--- config.mk ---
export PLATFORM = sky130hd
export DESIGN_NAME = mbfr_queue
export DESIGN_NICKNAME = d
export VERILOG_FILES = /design/src/rtl/mbfr_pkg.sv /design/src/rtl/mbfr_queue.sv
export SDC_FILE = /design/constraint.sdc
export NUM_CORES = 1
export LEC_CHECK = 0
export BUFFER_PORTS_ARGS = -buffer_cell sky130_fd_sc_hd__buf_4
export CORE_UTILIZATION = 52
export DETAILED_ROUTE_END_ITERATION = 8
export MAX_ROUTING_LAYER = met4
export PLACE_DENSITY_LB_ADDON = 0.15
export SETUP_SLACK_MARGIN = 0.3
export SYNTH_ARGS = -nofsm -noshare
export SYNTH_HDL_FRONTEND = slang
export SYNTH_SLANG_ARGS = --single-unit
--- constraint.sdc ---
create_clock -name aclk -period 5.2 [get_ports aclk]
set_clock_uncertainty 0.05 [all_clocks]
set_input_delay 1.04 -clock aclk [delete_from_list [all_inputs] [get_ports aclk]]
set_output_delay 1.04 -clock aclk [all_outputs]
set_load 0.02 [all_outputs]
--- src/rtl/mbfr_pkg.sv ---
package mbfr_pkg;

    // store and field sizes fixed by the datapath widths
    localparam int BUFFER_BYTES   = 4096;
    localparam int MAX_FIELD_BITS = 32;

    typedef enum logic [2:0] {
        CMD_LOAD     = 3'd0,
        CMD_READ     = 3'd1,
        CMD_SKIP     = 3'd2,
        CMD_SET_POS  = 3'd3,
        CMD_READ_STR = 3'd4
    } cmd_t;

    typedef enum logic [2:0] {
        ERR_OK        = 3'd0,
        ERR_ZERO      = 3'd1,
        ERR_TOO_WIDE  = 3'd2,
        ERR_NOT_BYTE  = 3'd3,
        ERR_PAST_END  = 3'd4
    } err_t;

    typedef struct packed {
        logic [2:0]  command;
        logic [11:0] byte_address;
        logic [7:0]  byte_value;
        logic [9:0]  bit_count;
        logic [15:0] new_position;
    } in_item_t;

    typedef struct packed {
        logic [31:0] value;
        logic [2:0]  error_code;
        logic        last;
        logic        missing_string;
        logic [15:0] position;
        logic [15:0] remaining_bits;
    } out_item_t;

    // classified job handed from front to back
    typedef enum logic [1:0] {
        JOB_NONE  = 2'd0,
        JOB_FIELD = 2'd1,
        JOB_STR   = 2'd2
    } job_kind_t;

    typedef struct packed {
        job_kind_t   kind;
        logic [2:0]  err;
        logic [16:0] start;
        logic [9:0]  count;
        logic [15:0] pos_after;
        logic [15:0] remaining;
    } job_t;

    typedef enum logic [1:0] {
        BK_IDLE  = 2'd0,
        BK_FETCH = 2'd1,
        BK_EMIT  = 2'd2
    } bk_state_t;

endpackage

--- src/rtl/mbfr_queue.sv ---
module mbfr_queue
    import mbfr_pkg::*;
(
    input  logic aclk,
    input  logic aresetn,
    input  logic wr_valid,
    output logic wr_ready,
    input  job_t wr_job,
    output logic rd_valid,
    input  logic rd_ready,
    output job_t rd_job
);

    // two-entry job queue
    job_t       mem_reg [2];
    logic       wp_reg, rp_reg;
    logic [1:0] cnt_reg;
    logic       push, pop;

    assign wr_ready = (cnt_reg != 2'd2);
    assign rd_valid = (cnt_reg != 2'd0);
    assign rd_job   = mem_reg[rp_reg];
    assign push     = wr_valid && wr_ready;
    assign pop      = rd_valid && rd_ready;

    always_ff @(posedge aclk) begin
        if (push) mem_reg[wp_reg] <= wr_job;
    end

    always_ff @(posedge aclk) begin
        if (!aresetn) begin
            wp_reg  <= 1'b0;
            rp_reg  <= 1'b0;
            cnt_reg <= '0;
        end else begin
            if (push) wp_reg <= ~wp_reg;
            if (pop)  rp_reg <= ~rp_reg;
            cnt_reg <= cnt_reg + 2'(push) - 2'(pop);
        end
    end

endmodule

Yosys cells after proc, flatten, opt, wreduce, memory -nomap -nowiden:

Memories as Yosys holds them, arrays and structs flattened. A register that Yosys moved wholly into a read port is not among the register bits.
Cells that the tools add are included.
Widths: inputs -> output; s select.

* flip-flop bits (word level): 4
* memory bits (writable): 128
* bits of input ports: 68
* output and inout port bits: 66
* word-level logic and storage cells: 16
* memories: 1

* add/subtract/negate cells: 2
* equality and inequality tests: 1
* mux-type cells: 4
* bitwise logic cells: 2
* reduce and logical (&&, ||, !) cells: 3

Memory list
* mem_reg: depth 2, bits a word 64, read ports 1, clocked after memory_dff 1, write ports 1, line mbfr_queue.sv:15 `job_t mem_reg [2];`

Operators with widths (number)
* $mux 1: 4
* $add 2x1->2: 1
* $logic_and 1x1->1: 2
* $ne 2x2->1 const B: 1
* $not 1->1: 2
* $reduce_bool 2->1: 1
* $sub 2x1->2: 1

Logic depth before layout (Yosys ltp):

* word-level depth: 4
* mapped depth: 8
* gate-level depth less buffers: 8

Worst setup path after synthesis:

Ideal clock, no wire load.

* path kind: input port to flip-flop
* from: in wr_valid
* to: mem mem_reg[0][0] (netlist name), enable pin
* arrival time: 3.817 ns
* slack: 0.846 ns
* stages on the path: 2
* buffers on the path: 0
* path through: nand2_1 -> nor2_1

* cells in the longest elaborated chain, start to end: 3

RTL lines
* from (decl): line mbfr_queue.sv:6 `input logic wr_valid,`
* $logic_and 1x1->1: line mbfr_queue.sv:23 `assign push = wr_valid && wr_ready;`
* $mux 1: line mbfr_queue.sv:27 `if (push) mem_reg[wp_reg] <= wr_job;`
* $mux 1 (implied by the code): line mbfr_queue.sv:27
* to (decl): line mbfr_queue.sv:15

Every way passes these cells.

==> results.toml <==
[routing]
avgViaCountPerCell = 4.828
wirelength_mm = 8.424
wire_per_inst_um = 16.42
first_pass_iters = 4
routed-via-count = 2477
ant_nets = 0
drc = 0
drt_iter0_markers = 71

[placement]
gp_congestion = 0.6697
dpl.hpwl_mm = 5.413
placed_cell_area_mm2 = 0.006218
numPortBuffers = 133

[synth]
yosysSeqAreaShare_pct = 76.50
synthTopCellsByCount = "edfxtp_1, mux2_4, buf_12, dfxtp_1, mux2_2"
synthArstFlopShare_pct = 0
syn_avg_cell_area_um2 = 23.12
synth_area_leaders = "edfxtp_1, mux2_4, buf_12, dfxtp_1, mux2_2"
syn_area_mm2 = 0.005155
postSynthCellCount = 223
ys.flop_type = "edfxtp_1"
yosysTopAreaCellShare_pct = 74.56
synth_cell_type_count = 18
synth_seq_cells = 133
synth-edff-count = 128
ys.warnings.count = 0
syn_nets = 293
synth_most_common_cell = "edfxtp_1"
yosysTopAreaCell = "edfxtp_1"

[power_and_ir_drop]
cellLeakagePower_nw = 2.668
power_density_mw_per_mm2 = 518.0
ir_drop_v = 0.0002780
totalPowerFinal_mw = 3.516

[die]
die_area_mm2 = 0.01032
core_mm2 = 0.009415
die_y_um = 101.6
ios = 134
fp-row-count = 35
die_w_um = 101.6
initial_utilization_pct = 54.75

[global_routing]
grt_pass1_wl_mm = 12.27
track_usage_pct = 17.50
first_global_vias = 2557
antenna_found_initial = 0
grt_max_degree = 48
grt_overflow = 0

[layout]
drive_gt1_share_pct = 60.94
fin_nets = 441
syn2layout_area_growth_pct = 31.67
multi_input_area_mm2 = 0.001085
n_antenna_cell = 0
nFillCells = 593
postLayoutCellArea_mm2 = 0.006788
largest_register_ffs = 128
register_area_mm2 = 0.003948

[worst_setup_path]
cp-start-kind = "flip-flop"
crit_required_ps = 4110
endpoint_kind = "output port"
cp_slowest_stage_delay_ps = 950
cpLargestDelayFamily = "flip-flops"
arrival_ps = 2450
crit_chain = "buf_4 > mux2_2 > buf_4"
cp_slowest_cell = "dfxtp_4"
critPathMaxFanout = 47
crit_path_frequent_cell = "buf_4"
crit_buf_inv = 2
critPathKind = "flip-flop to output port"

[timing]
worst_slew_pin_slew_ps = 1092
hold_viol = 0
period_needed_ps = 3541
slew_viol_final = 0
tns_ps = 0
timing.fmax_mhz = 282.4
setup_viol = 0
rsz0062_at_grt = "false"
fin_crit_sh_pct = 68.10
holdWs_ps = 496.6
maxSlewHeadroom_pct = 27.20

[clocking]
clock_sinks = 133
clock_path_buffers = 2
cts_max_level = 4
holdBufCountCts = 0
cts_tree = "yes"
clk_pin_slew_ps = 60
post_cts_buffers = 0
ctsResizeCount = 0
worstSkewPairLatency_ps = 500
cts_inserted_buffers = 17
cts-root-buf = "clkbuf_8"

[run]
drv_cap = 0

[run_status]
status = "finished clean"

[min_path]
hold_path.class = "flip-flop to flip-flop"
[cell families (layout without fill, tap and decap cells)]
kind of cell	count (synthesis)	in the layout	synth area share, %
buffers and inverters	8	169	2.621
multiplexers	65	65	18.54
flip-flops	133	133	76.51
adder cells (fa/ha/maj)	2	2	0.4854
XOR/XNOR	3	3	0.5098
AO/OA/AOI/OAI	1	1	0.1457
AND/OR/NAND/NOR	11	11	1.189
[worst min-delay path, cell delays in order, from the launching register on]
cell and delay (ps):
dfxtp_1 330, xnor2_1 90, nor2b_1 90
[where the power goes]
part | switching, mW | leakage, nW | internal [mW] | total (mW)
clock network | 0.434 | 0.266 | 0.686 | 1.12
logic | 0.441 | 1.16 | 0.501 | 0.941
registers | 0.105 | 1.24 | 1.35 | 1.46
[area by class of cell]
type	count	area share, %
clock buffers	18	6.157
repair buffers	136	15.04
inverters	1	0.05530
multi-input cells	82	15.98
well taps	129	2.378
flip-flops and latches	133	58.16
clock inverters	14	2.230
[through the flow]
| step | cells | setup slack [ps] | utilization (%) |
|---|---|---|---|
| 2_1_floorplan | 223 | 846.5 | - |
| 3_3_place_gp | 481 | 2146 | 66.05 |
| 3_5_place_dp | 481 | 2141 | 66.05 |
| 4_1_cts | 513 | 1592 | 72.09 |
| 5_1_grt | 513 | 1522 | 72.09 |
| 6_report | 513 | 1659 | 72.09 |
[final timing paths]
path              start        endpoint  slack, ps  depth (start not counted)
max           flip-flop       rd_job[0]       1660                          3
min              rp_reg       flip-flop        500                          2
max reg2reg  cnt_reg[0]  mem_reg[0][23]       2850                          4
min reg2reg      rp_reg       flip-flop        500                          2
[metal layers]
layer | track usage, % | up-vias | part of all wire (%)
met4 | 7.692 | 0 | 1.1
met1 | 19.79 | 1209 | 41
met5 | - | - | 0
met3 | 5.245 | 10 | 5.8
li1 | - | 1170 | -
met2 | 28.79 | 88 | 52
[cells in the final DEF (no fill, tap or decap), types with 2 or more instances in the layout]
cell type	instances
inv_6	4
mux2_4	60
clkinv_4	2
ha_1	2
buf_4	136
nand2b_1	2
xnor2_1	3
clkinvlp_4	4
mux2_2	4
edfxtp_1	128
nor2b_1	2
and2_1	2
dfxtp_1	4
bufinv_16	2
clkbuf_16	16
nand2_1	2
(Power assumes the default switching activity.)
