`src/rtl/mbfr_pkg.sv`:
```
package mbfr_pkg;

    // store and field sizes fixed by the datapath widths
    localparam int BUFFER_BYTES   = 4096;
    localparam int MAX_FIELD_BITS = 32;

    typedef enum logic [2:0] {
        CMD_LOAD     = 3'd0,
        CMD_READ     = 3'd1,
        CMD_SKIP     = 3'd2,
        CMD_SET_POS  = 3'd3,
        CMD_READ_STR = 3'd4
    } cmd_t;

    typedef enum logic [2:0] {
        ERR_OK        = 3'd0,
        ERR_ZERO      = 3'd1,
        ERR_TOO_WIDE  = 3'd2,
        ERR_NOT_BYTE  = 3'd3,
        ERR_PAST_END  = 3'd4
    } err_t;

    typedef struct packed {
        logic [2:0]  command;
        logic [11:0] byte_address;
        logic [7:0]  byte_value;
        logic [9:0]  bit_count;
        logic [15:0] new_position;
    } in_item_t;

    typedef struct packed {
        logic [31:0] value;
        logic [2:0]  error_code;
        logic        last;
        logic        missing_string;
        logic [15:0] position;
        logic [15:0] remaining_bits;
    } out_item_t;

    // classified job handed from front to back
    typedef enum logic [1:0] {
        JOB_NONE  = 2'd0,
        JOB_FIELD = 2'd1,
        JOB_STR   = 2'd2
    } job_kind_t;

    typedef struct packed {
        job_kind_t   kind;
        logic [2:0]  err;
        logic [16:0] start;
        logic [9:0]  count;
        logic [15:0] pos_after;
        logic [15:0] remaining;
    } job_t;

    typedef enum logic [1:0] {
        BK_IDLE  = 2'd0,
        BK_FETCH = 2'd1,
        BK_EMIT  = 2'd2
    } bk_state_t;

endpackage

```
`src/rtl/mbfr_front.sv`:
```
module mbfr_front
    import mbfr_pkg::*;
#(
    parameter int MAX_STRING_BYTES = 64
) (
    input  logic        aclk,
    input  logic        aresetn,
    input  logic        cfg_we,
    input  logic [15:0] cfg_wdata,
    input  logic        drained,
    input  logic        in_valid,
    output logic        in_ready,
    input  in_item_t    in_item,
    output logic        wr_en,
    output logic [11:0] wr_addr,
    output logic [7:0]  wr_data,
    output logic        job_valid,
    input  logic        job_ready,
    output job_t        job
);

    localparam logic [17:0] CAP = 18'(BUFFER_BYTES * 8);

    logic [15:0] len_reg;
    logic [15:0] cursor_reg, cursor_next;
    logic [17:0] endb, sum;
    logic [16:0] cur_nx17;
    logic        accept;
    job_t        job_c;

    // a load waits for all queued jobs so it cannot overtake an earlier read
    assign in_ready = (in_item.command == CMD_LOAD) ? (job_ready && drained) : job_ready;
    assign accept   = in_valid && in_ready;
    assign endb     = ({2'b0, len_reg} < CAP) ? {2'b0, len_reg} : CAP;
    assign sum      = {2'b0, cursor_reg} + 18'(in_item.bit_count);

    // store write for load transactions
    assign wr_en   = accept && (in_item.command == CMD_LOAD)
                     && (32'(in_item.byte_address) < 32'(BUFFER_BYTES));
    assign wr_addr = in_item.byte_address;
    assign wr_data = in_item.byte_value;

    // classify and check
    always_comb begin
        cursor_next   = cursor_reg;
        job_c         = '0;
        job_c.kind    = JOB_NONE;
        job_c.start   = {1'b0, cursor_reg};
        job_c.count   = in_item.bit_count;
        job_valid     = 1'b0;
        case (in_item.command)
            CMD_READ: begin
                job_valid = in_valid;
                if (in_item.bit_count == '0) job_c.err = ERR_ZERO;
                else if (32'(in_item.bit_count) > 32'(MAX_FIELD_BITS)) job_c.err = ERR_TOO_WIDE;
                else if (sum > endb) job_c.err = ERR_PAST_END;
                else begin
                    job_c.kind  = JOB_FIELD;
                    cursor_next = sum[15:0];
                end
            end
            CMD_SKIP: begin
                job_valid = in_valid;
                if (sum > endb) job_c.err = ERR_PAST_END;
                else cursor_next = sum[15:0];
            end
            CMD_SET_POS: begin
                job_valid   = in_valid;
                cursor_next = in_item.new_position;
            end
            CMD_READ_STR: begin
                job_valid = in_valid;
                if (in_item.bit_count == '0) job_c.err = ERR_ZERO;
                else if (in_item.bit_count[2:0] != 3'd0) job_c.err = ERR_NOT_BYTE;
                else if (32'(in_item.bit_count[9:3]) > 32'(MAX_STRING_BYTES))
                    job_c.err = ERR_TOO_WIDE;
                else if (sum > endb) job_c.err = ERR_PAST_END;
                else begin
                    job_c.kind  = JOB_STR;
                    cursor_next = sum[15:0];
                end
            end
            default: ;
        endcase
        job_c.pos_after = cursor_next;
        cur_nx17        = {1'b0, cursor_next};
        job_c.remaining = ({1'b0, cur_nx17} < endb) ? 16'(endb - {1'b0, cur_nx17}) : 16'd0;
    end

    assign job = job_c;

    always_ff @(posedge aclk) begin
        if (!aresetn) begin
            len_reg    <= '0;
            cursor_reg <= '0;
        end else begin
            if (cfg_we) len_reg <= cfg_wdata;
            if (accept) cursor_reg <= cursor_next;
        end
    end

endmodule

```
`config.mk`:
```
export PLATFORM = sky130hd
export DESIGN_NAME = mbfr_front
export DESIGN_NICKNAME = d
export VERILOG_FILES = /design/src/rtl/mbfr_pkg.sv /design/src/rtl/mbfr_front.sv
export SDC_FILE = /design/constraint.sdc
export NUM_CORES = 1
export LEC_CHECK = 0
export ABC_CLOCK_PERIOD_IN_PS = 25900
export BUFFER_PORTS_ARGS = -buffer_cell sky130_fd_sc_hd__buf_2
export CORE_ASPECT_RATIO = 1.2
export CORE_MARGIN = 2
export CORE_UTILIZATION = 50
export DETAILED_ROUTE_END_ITERATION = 7
export PLACE_DENSITY = 0.82
export SLEW_MARGIN = 20
export SYNTH_ARGS = -nofsm -noshare
export SYNTH_HDL_FRONTEND = slang
export SYNTH_SLANG_ARGS = --single-unit
```
`constraint.sdc`:
```
create_clock -name aclk -period 25.9 [get_ports aclk]
set_clock_uncertainty 0.15 [all_clocks]
set_input_delay 5.18 -clock aclk [delete_from_list [all_inputs] [get_ports aclk]]
set_output_delay 5.18 -clock aclk [all_outputs]
set_load 0.05 [all_outputs]
```
### Word-level counts from Yosys, hierarchy flattened

Index checks and enable logic that the tools add are counted.

* output and inout bits: 87
* memory bits (writable): 0
* bits in latches: 0
* memories: 0
* input bits: 71
* word-level logic and storage cells: 46
* bits in read-only memories: 0
* register bits: 32

* div/mod/pow operators: 0
* $lt $le $gt $ge: 5
* muxes and demuxes: 26
* reduce and logical (&&, ||, !) cells: 7
* multiply operators: 0
* $add $sub $neg: 2
* shift operators: 0
* equality and inequality tests: 4
* bitwise operators: 0

Operators with widths (number)
* $mux 16: 8
* $pmux 16 s4: 1
* $mux 3: 6
* $add 16x10->17: 1
* $gt 17x16->1: 1
* $lt 16x16->1: 1
* $lt 16x16->1 const B: 1
* $sub 16x16->16: 1
* $gt 10x6->1 const B: 1
* $logic_not 10->1: 1
* $mux 2: 5
* $pmux 3 s3: 1
* $gt 7x7->1 const B: 1
* $eq 3x2->1 const B: 2
* $mux 1: 4
* $pmux 2 s2: 1
* $reduce_or 4->1: 1
* $eq 3x1->1 const B: 1
* $eq 3x3->1 const B: 1
* $logic_and 1x1->1: 3
* $logic_not 3->1: 1
* $reduce_bool 3->1: 1

### Depth between registers and ports, before layout

* word-level depth: 10
* depth in mapped cells: 26
* depth with buffers taken out: 23

### Worst setup path after synthesis

OpenSTA, ideal clock, no wires.

* kind: input port to output port
* start: input in_item[16] (netlist name)
* end: output job[4] (netlist name)
* cell stages on the path: 24
* setup slack: 8737 ps
* arrival time: 11833 ps
* buffers on the path: 1
* data required time: 20570 ps
* path through: ha_1 > fa_1 > a21oi_1 > o2111ai_1 > a41o_1 > and2_1 > xor2_1 > ha_1 > nand4_1 > nor3_1 > o31a_1 > o31ai_1 > a31oi_1 > a221o_1 > ha_1 > fa_1 > nor2b_1 > o31a_1 > o32ai_1 > o2111ai_1 > a211oi_1 > or2_2 > clkbuf_1 > a211oi_1

RTL lines
* from (decl): RTL line mbfr_front.sv:13 `input in_item_t in_item,`
* to (decl): RTL line mbfr_front.sv:19 `output job_t job`

==> qor.csv <==
metric,value,unit
status,completed,
Max VDD drop,21.7,µV
post-CTS setup buffers,0,
worst skew pair latency,290,ps
fin. max-slew vios,0,
CP arrival,11920,ps
async set-reset flop share out of synthesis,0,%
die height,103,µm
met3 usage,5.20,%
crit-path max cell delay,790,ps
Synth top area share,15.8,%
Total Routing Usage GR,27.8,%
number of synthesized flops with an enable pin,0,
crit-path leading delay family,compound AO/OA/AOI/OAI gates,
Max Root-Sink Buffers,2,
"commonest non-fill, non-tap cell in the layout",buf_2,
TNS Setup,0,ps
RR Endpoint,cursor_reg[0],
core area,7750,µm²
Ys Warns,0,
Placed Area,4440,µm²
CTS H-tree depth,2,
fin crit share,66.6,%
WL final,12500,µm
global-route wire length before repair,19700,µm
drc violations,0,
post-CTS resize count,0,
leak pwr,2.28,nW
share of cells above drive strength 1,21.2,%
die width,86.2,µm
GP Congestion,0.965,
ANT nets after route,0,
Hold WC Path Type,flop to flop,
# clock sinks,32,
syn avg cell area,7.34,µm²
row count,35,
I/O Buffers,116,
critical path depth,26,
vias in the first global route,4064,
router iterations before antenna repair,4,
Die ar.,8840,µm²
initial antenna violation count,0,
initial core utilization,52.3,%
GR peak layer,met2,
I/O pin total,158,
most frequent cells in the layout,"buf_2 (116), nand2_1 (65), nor2_1 (58)",
ys flop type,dfxtp_1,
met2 usage,48.6,%
CTS tree,done,
Post-Synthesis Net Count,667,
Num CTS Buffers,5,
"Clk pin slew, worst setup/hold paths",70,ps
Power Dens Cells,51.0,nW/µm²
critical path data required time,20570,ps
CP bufs+invs,3,
Critical-path top delay cell,o31ai_1,
max_slew headroom,37.0,%
gr ovfl total,0,
max-cap check violation count,0,
largest net degree at the start of global routing,22,
synthesized area,4050,µm²
clock period minus worst slack,17250,ps
Post-Syn Instances,552,
Reg2Reg Depth,16,
routed vias/inst,6.05,
n_diodes,0,
Worst-Margin Slew,936,ps
post-synth top area cell,dfxtp_1,
Setup CP Type,input pin to output pin,
register area share after synthesis,15.8,%
Setup crit start,in_item[16],
hpwl dp,10100,µm
Initial DRC Count,208,
RSZ-0062 raised after global routing,no,
final hold violations,0,
met1 GRT Util,34.3,%
DR vias,4350,
synth top area cells,"dfxtp_1 (16%), ha_1 (13%), nand2_1 (6.0%)",
fmax,0.0580,GHz
maximum fanout along the worst path,15,
number of synthesized register bits,32,
DR WL/cell,17.3,µm
R2R setup slack,21090,ps
WHS Path Cells,2,
Area Overhead vs Synth,11.6,%
hold_sp,len_reg[13],
CTS root buffer,clkbuf_8,
Setup-failing EPs final,0,
fin nets,742,
WHS Endpoint,len_reg[13],
FF-to-FF Start,cursor_reg[0],
distinct cell type count after synthesis,64,
CP startpoint kind,input pin,
fillers,758,
post-route cell area,4520,µm²
hold buffer count at CTS,0,
cell mode on critical path,ha_1,
Worst setup EP type,output pin,
power breakdown:
group,switching [mW],internal (mW)
logic,0.0968,0.0419
registers,0.00211,0.0514
clock network,0.0203,0.0183
layout make-up:
class / count / area, µm² / area share, %
Multi-Input combinational cell: 443 / 3000 / 66.2
Sequential cell: 32 / 641 / 14.2
Timing Repair Buffer: 117 / 588 / 13.0
Tap cell: 92 / 115 / 2.55
Inverter: 28 / 105 / 2.32
Clock buffer: 6 / 72.6 / 1.60
Clock inverter: 1 / 5.00 / 0.111
cells in the mapped netlist, drive strengths merged, types with 3 or more instances:
cell type and instances:
a211oi 8, a21o 9, o21a 11, nand4 8, nor2b 10, nor2 59, a22oi 7, a21oi 34
a22o 3, o31a 4, nor3 12, o21ai 27, and2 13, a32o 5, or3 7, mux2i 17
ha 42, xnor2 14, dfxtp 32, nand2 65, inv 28, xor2 8, a31oi 5, o2bb2ai 6
nand2b 4, buf 36, nand3 6, o211ai 9, clkbuf 13, o2111ai 3, nor4 4, or2 3
a41oi 4, o31ai 4
cell families after synthesis:
kind of cell               Yosys count  share of synthesized area [%]
AOI/OAI and AO/OA                  159                           27.7
xor gates and xnor gates            22                           4.76
and+or+nand+nor                    199                           22.9
other                                1                         0.0926
buffers and inverters               77                           10.3
DFF                                 32                           15.8
adders and majority gates           44                           14.0
muxes                               18                           4.48
how the worst max path moves through the flow:
stage,to
3_5_place_dp,job[4]
3_3_place_gp,job[4]
6_report,job[4]
2_1_floorplan,job[4]
4_1_cts,job[4]
5_1_grt,job[2]
worst min-delay path: cells and delay by family, from the launching register on:
family        cells  cell delay, ps
simple gates      1              70
flops             1             330
mux               1              70
metrics by stage:
stage	hold WS (ps)	utilization (%)	setup slack (ps)	power, mW	std cells
after floorplan	310	-	8740	0.170	552
after global placement	326	57.3	8930	0.190	712
after detailed placement	335	57.3	8730	0.192	712
after CTS	355	58.3	8720	0.230	719
after global routing	385	58.3	8200	0.244	719
final	350	58.3	8650	0.231	719
layer usage:
| layer | part of all wire (%) | vias to the layer above | routed length [µm] |
|---|---|---|---|
| met5 | 0 | - | 0 |
| met4 | 3.0 | 0 | 373 |
| met3 | 6.2 | 40 | 778 |
| met2 | 48 | 179 | 6030 |
| met1 | 42 | 2004 | 5280 |
| li1 | - | 2127 | - |
(Power assumes the default switching activity.)
